==> src/hw/rtl/aem_command_response_tracker_top_macros.svh <==
// Assertion macros used by the tracker top module.
`ifndef AEM_COMMAND_RESPONSE_TRACKER_TOP_MACROS_SVH
`define AEM_COMMAND_RESPONSE_TRACKER_TOP_MACROS_SVH
// Assert that an antecedent implies a consequent in the same cycle.
`define AEM_ASSERT_IMP(label, clk, rst_n, ante, cons, msg) \
	label: assert property (@(posedge clk) disable iff (!rst_n) (ante) |-> (cons)) \
		else $error(msg);
// Assert that an antecedent implies a consequent in the next cycle.
`define AEM_ASSERT_NEXT(label, clk, rst_n, ante, cons, msg) \
	label: assert property (@(posedge clk) disable iff (!rst_n) (ante) |=> (cons)) \
		else $error(msg);
`endif

==> src/hw/rtl/aem_pkg.sv <==
// ----------------------------------------------------------------------------
// AEM tracker package
// Shared types and codes of the command/response tracker.
// ----------------------------------------------------------------------------
`default_nettype none
package aem_pkg;
	localparam logic [1:0] OP_CMD    = 2'd0;
	localparam logic [1:0] OP_RSP    = 2'd1;
	localparam logic [1:0] OP_TICK   = 2'd2;
	localparam logic [1:0] OP_UNUSED = 2'd3;

	localparam logic [2:0] EV_STORED    = 3'd0;
	localparam logic [2:0] EV_MATCHED   = 3'd1;
	localparam logic [2:0] EV_UNMATCHED = 3'd2;
	localparam logic [2:0] EV_UNSOL     = 3'd3;
	localparam logic [2:0] EV_TIMEOUT   = 3'd4;
	localparam logic [2:0] EV_DROPPED   = 3'd5;

	localparam logic [23:0] TIMEOUT_RESET = 24'd250000;

	typedef enum logic [3:0] {
		ST_IDLE,
		ST_PSCAN,
		ST_PRES,
		ST_FSCAN,
		ST_FRES,
		ST_EMIT,
		ST_TSCAN,
		ST_TCHK,
		ST_TPAIR,
		ST_TPRES
	} state_t;

	// Key compare request from sequencer to comparator.
	typedef struct packed {
		logic [63:0] a_ctl;
		logic [63:0] a_tgt;
		logic [15:0] a_seq;
		logic [63:0] b_ctl;
		logic [63:0] b_tgt;
		logic [15:0] b_seq;
		logic        use_seq;
	} cmp_req_t;
endpackage
`default_nettype wire

==> src/hw/rtl/aem_key_cmp.sv <==
// ----------------------------------------------------------------------------
// AEM key comparator
// The shared compare unit: matches one stored key against the search key.
// ----------------------------------------------------------------------------
`default_nettype none
module aem_key_cmp (
	input  wire aem_pkg::cmp_req_t req,
	output logic                   hit
);
	import aem_pkg::*;

	// Pair keys skip the sequence field.
	always_comb begin
		hit = (req.a_ctl == req.b_ctl) && (req.a_tgt == req.b_tgt) &&
			(!req.use_seq || (req.a_seq == req.b_seq));
	end
endmodule
`default_nettype wire
==> config.mk <==
export PLATFORM = sky130hd
export DESIGN_NAME = aem_key_cmp
export DESIGN_NICKNAME = d
export VERILOG_FILES = /design/src/hw/rtl/aem_command_response_tracker_top_macros.svh /design/src/hw/rtl/aem_pkg.sv /design/src/hw/rtl/aem_key_cmp.sv
export SDC_FILE = /design/constraint.sdc
export NUM_CORES = 1
export LEC_CHECK = 0
export BUFFER_PORTS_ARGS = -buffer_cell sky130_fd_sc_hd__buf_2
export CORE_AREA = 2 2 114 116
export DETAILED_ROUTE_END_ITERATION = 6
export DIE_AREA = 0 0 116 118
export SETUP_SLACK_MARGIN = 0.3
export SLEW_MARGIN = 0
export SYNTH_ARGS = -nofsm -noshare
export SYNTH_HDL_FRONTEND = slang
export SYNTH_SLANG_ARGS = --single-unit
export TNS_END_PERCENT = 30
==> constraint.sdc <==
create_clock -name vclk -period 1.4
set_input_delay 0.14 -clock vclk [all_inputs]
set_output_delay 0.14 -clock vclk [all_outputs]
set_load 0.02 [all_outputs]
Word level (Yosys, flattened, before mapping)
Cells that the tools add are included.
{ "word_totals": {"reg_bits": 0, "in_bits": 289, "output_inout_bits": 1, "wordCells": 7} }
{ "classes": {"eq_ne": 3, "n_reduce_logical": 4} }
{ "ops": {"columns": ["cell", "n"], "rows": [
  ["64-bit == test", 2],
  ["16-bit == test", 1],
  ["1-bit logical AND", 2],
  ["1-bit logical NOT", 1],
  ["1-bit logical OR", 1]
]} }

Depth between registers and ports, before layout
{ "logic_depth": {"ltp_word": 3, "mapped_depth": 5, "depth_no_buf": 5} }

Worst setup path after synthesis
OpenSTA, ideal clock, no wires.
{ "synth_path": {"kind": "input to output", "from": "input port req[139] (netlist name)", "to": "output port hit", "arrival_ps": 1475, "t_required_ps": 1260, "setup_slack_ps": -215, "path_stages": 5, "n_path_buf": 0, "cell_sequence": "nor2b_1 a2111o_1 nor4_1 nand4_1 nor4_2"} }
{ "synth_between": {"elab_chain_cells": 3} }
{ "synth_lines": {"columns": ["item", "line_no", "rtl"], "rows": [
  ["from (decl)", "aem_key_cmp.sv:7", "input wire aem_pkg::cmp_req_t req,"],
  ["64-bit == test", "aem_key_cmp.sv:14", "hit = (req.a_ctl == req.b_ctl) && (req.a_tgt == req.b_tgt) &&"],
  ["1-bit logical AND (2 in a row)", "aem_key_cmp.sv:14", null],
  ["to (decl)", "aem_key_cmp.sv:8", "output logic hit"]
]} }
Every way passes these cells.

Worst setup path after layout
{ "layout_path": {"from": "input port req[110] (netlist name)", "to": "output port hit"} }
The elaborated chain is that of the path after synthesis.

==> impl_metrics.csv <==
group,metric,value,unit
status,status,"finished with violations",
status,violations,"setup timing",
layout,flops_and_latches,0,
synth,synth_top_cells_by_area,"xnor2_1 58%, nand4_1 11%, nor2b_1 7.5%, a2111o_1 4.5%, inv_1 3.4%",
layout,final_core_util,0.290,
timing,setup_ws,-0.467,ns
pwr,powerDensity,272,nW/µm²
worst_setup_path,path_cells,"buf_2, xnor2_2, nand4_1, nor4_1, buf_4, nand4_1, nor4_4, buf_4",
layout,final_nets,822,
layout,regArea,0,µm²
job,maxCapViolCount,0,
floorplan,num_io_pins,290,
synth,avgSynthCellArea,7.72,µm²
timing,max_clock_freq,0.536,GHz
synth,synthMostInstantiatedCell,"xnor2_1",
synth,synth_area,1740,µm²
floorplan,rows,41,
pwr,power_frac_comb,1.000,
route,detail-route-antenna-nets,0,
pwr,switching_share,0.387,
layout,areaGrowthSynthToFinish,107,%
floorplan,dieWidth,116,µm
worst_setup_path,worstPathMaxFanout,1,
placement,gp_congestion,0.814,
synth,synthTopCellsByCount,"116 x xnor2_1, 30 x nand4_1, 21 x nor2b_1",
route,avgViaCountPerCell,3.81,
placement,pre_cts_ws,-0.717,ns
synth,yosysTopAreaCell,"xnor2_1",
worst_setup_path,critical_path_arrival,1.73,ns
timing,maxSlewViolCount,0,
worst_setup_path,cp-start-kind,"input pin",
floorplan,core,12400,µm²
timing,fin_crit_sh,1.33,
worst_setup_path,path_class,"in2out",
worst_setup_path,required,1.26,ns
pwr,seq_power_share,0,
layout,clock_buffers,0,
global_routing,grt_pass1_vias,2814,
timing,min_period,1.87,ns
synth,synth.top_cell.area_share,0.582,
worst_setup_path,crit_slowest_cell,"nor4_4",
worst_setup_path,max_stage_delay,0.33,ns
floorplan,die_h,118,µm
pwr,leakagePower,1.72,nW
timing,hold_viol,0,
global_routing,grt_usage,0.115,
global_routing,grt_max_degree,3,
timing,grt_setup_unrepaired,"true",
synth,synth.distinct_cells,17,
layout,drive_above_1_share,0.599,
cts,hold_buffers,0,
pwr,switchingPower,0.378,mW
synth,synth-seq-area-share,0,
route,route.vias.total,2684,
global_routing,antenna_found_initial,1,
timing,setup_viol,1,
pwr,internal-power,0.600,mW
layout,fillerInstances,1387,
hold_path,hold_path.class,"in2out",
route,routed_wl,8.52,mm
worst_setup_path,cp-end-kind,"primary output",
timing,relSlewSlack,0.766,
route,first_iter_violations,56,
route,drtPass1Iterations,4,
global_routing,grt_first_pass_wirelength,12.5,mm
route,drcViolationCount,0,
route,post_drt_wl_per_cell,12.1,µm
global_routing,grt.overflow.total,0,
synth,netlist_instances,226,
timing,tightest_slew,0.350,ns
synth,synthesis.nets,515,
synth,ys_warn_count,0,
floorplan,die-area,13700,µm²
placement,dp_hpwl,8.32,mm
placement,io_buffers,290,
floorplan,initial_core_util,0.140,
pwr,vdd_drop_max,0.000124,V
pwr,clkPwrFrac,0,
-- final cells by class --
class	instances	area, µm²	share of cell area
well taps	172	215	0.0597
repair buffers	305	1570	0.435
diodes	1	2.50	0.000695
multi-input cells	210	1760	0.488
inverters	16	60.1	0.0167
-- cells by family after synthesis --
family,synth area share
and+or+nand+nor,0.275
xor gates and xnor gates,0.582
AOI/OAI and AO/OA,0.108
buffers and inverters,0.0344
-- final timing paths --
| path | cells after the start | slack, ns | endpoint | startpoint |
|---|---|---|---|---|
| worst max-delay path | 8 | -0.47 | hit | req[110] |
| worst min-delay path | 4 | 0.79 | hit | req[0] |
-- cells in the final DEF, fill, tap and decap left out, drive strengths merged --
| cell | Yosys | routed |
|---|---|---|
| nor4 | 10 | 10 |
| nand2 | 2 | 2 |
| a2111oi | 1 | 1 |
| o41a | 1 | 1 |
| buf | 0 | 305 |
| nand2b | 9 | 9 |
| and2b | 1 | 1 |
| a2111o | 7 | 7 |
| o221ai | 4 | 4 |
| xnor2 | 116 | 116 |
| o2bb2ai | 1 | 1 |
| o22ai | 2 | 2 |
| nor2b | 21 | 21 |
| nor2 | 2 | 2 |
| inv | 16 | 16 |
| nand4 | 30 | 30 |
| diode | 0 | 1 |
| o2111ai | 3 | 3 |
-- timing repair --
| action | 4_1_cts | 5_1_grt |
|---|---|---|
| endpoints found under the setup margin | 1 | 1 |
| pin swaps | 8 | 1 |
| resized for setup | 9 | 1 |
| setup buffers | 0 | 0 |
-- metrics by stage --
stage	instance area, µm²	TNS [ns]	cells	power (mW)	hold slack, ns
6_report	3600	-0.467	704	0.978	0.787
5_1_grt	3600	-0.584	703	1.08	0.832
4_1_cts	3590	-0.483	703	0.994	0.820
3_5_place_dp	3530	-0.717	703	0.969	0.826
3_3_place_gp	3530	-0.758	703	0.963	0.831
2_1_floorplan	1750	-0.0563	226	0.405	0.512
-- routing by layer --
metal,track usage,part of all wire,up-vias
met5,0,0.00082,-
met2,0.241,0.53,154
li1,-,-,1408
met1,0.121,0.38,1118
met3,0.0191,0.094,2
met4,0.00149,0,2
-- critical path: cells and delay by family --
family,cells,cell delay [ns]
buffers and inverters,3,0.47
xor gates and xnor gates,1,0.17
and+or+nand+nor,4,0.94
-- power groups by stage --
| stage | registers (mW) | clock network (mW) | logic (mW) |
|---|---|---|---|
| after global routing | 0 | 0 | 1.08 |
| after detailed placement | 0 | 0 | 0.969 |
| after floorplan | 0 | 0 | 0.405 |
| final | 0 | 0.0000000955 | 0.978 |
| after global placement | 0 | 0 | 0.963 |
| after CTS | 0 | 0 | 0.994 |
No activity file was read; power rests on OpenSTA's default activity.
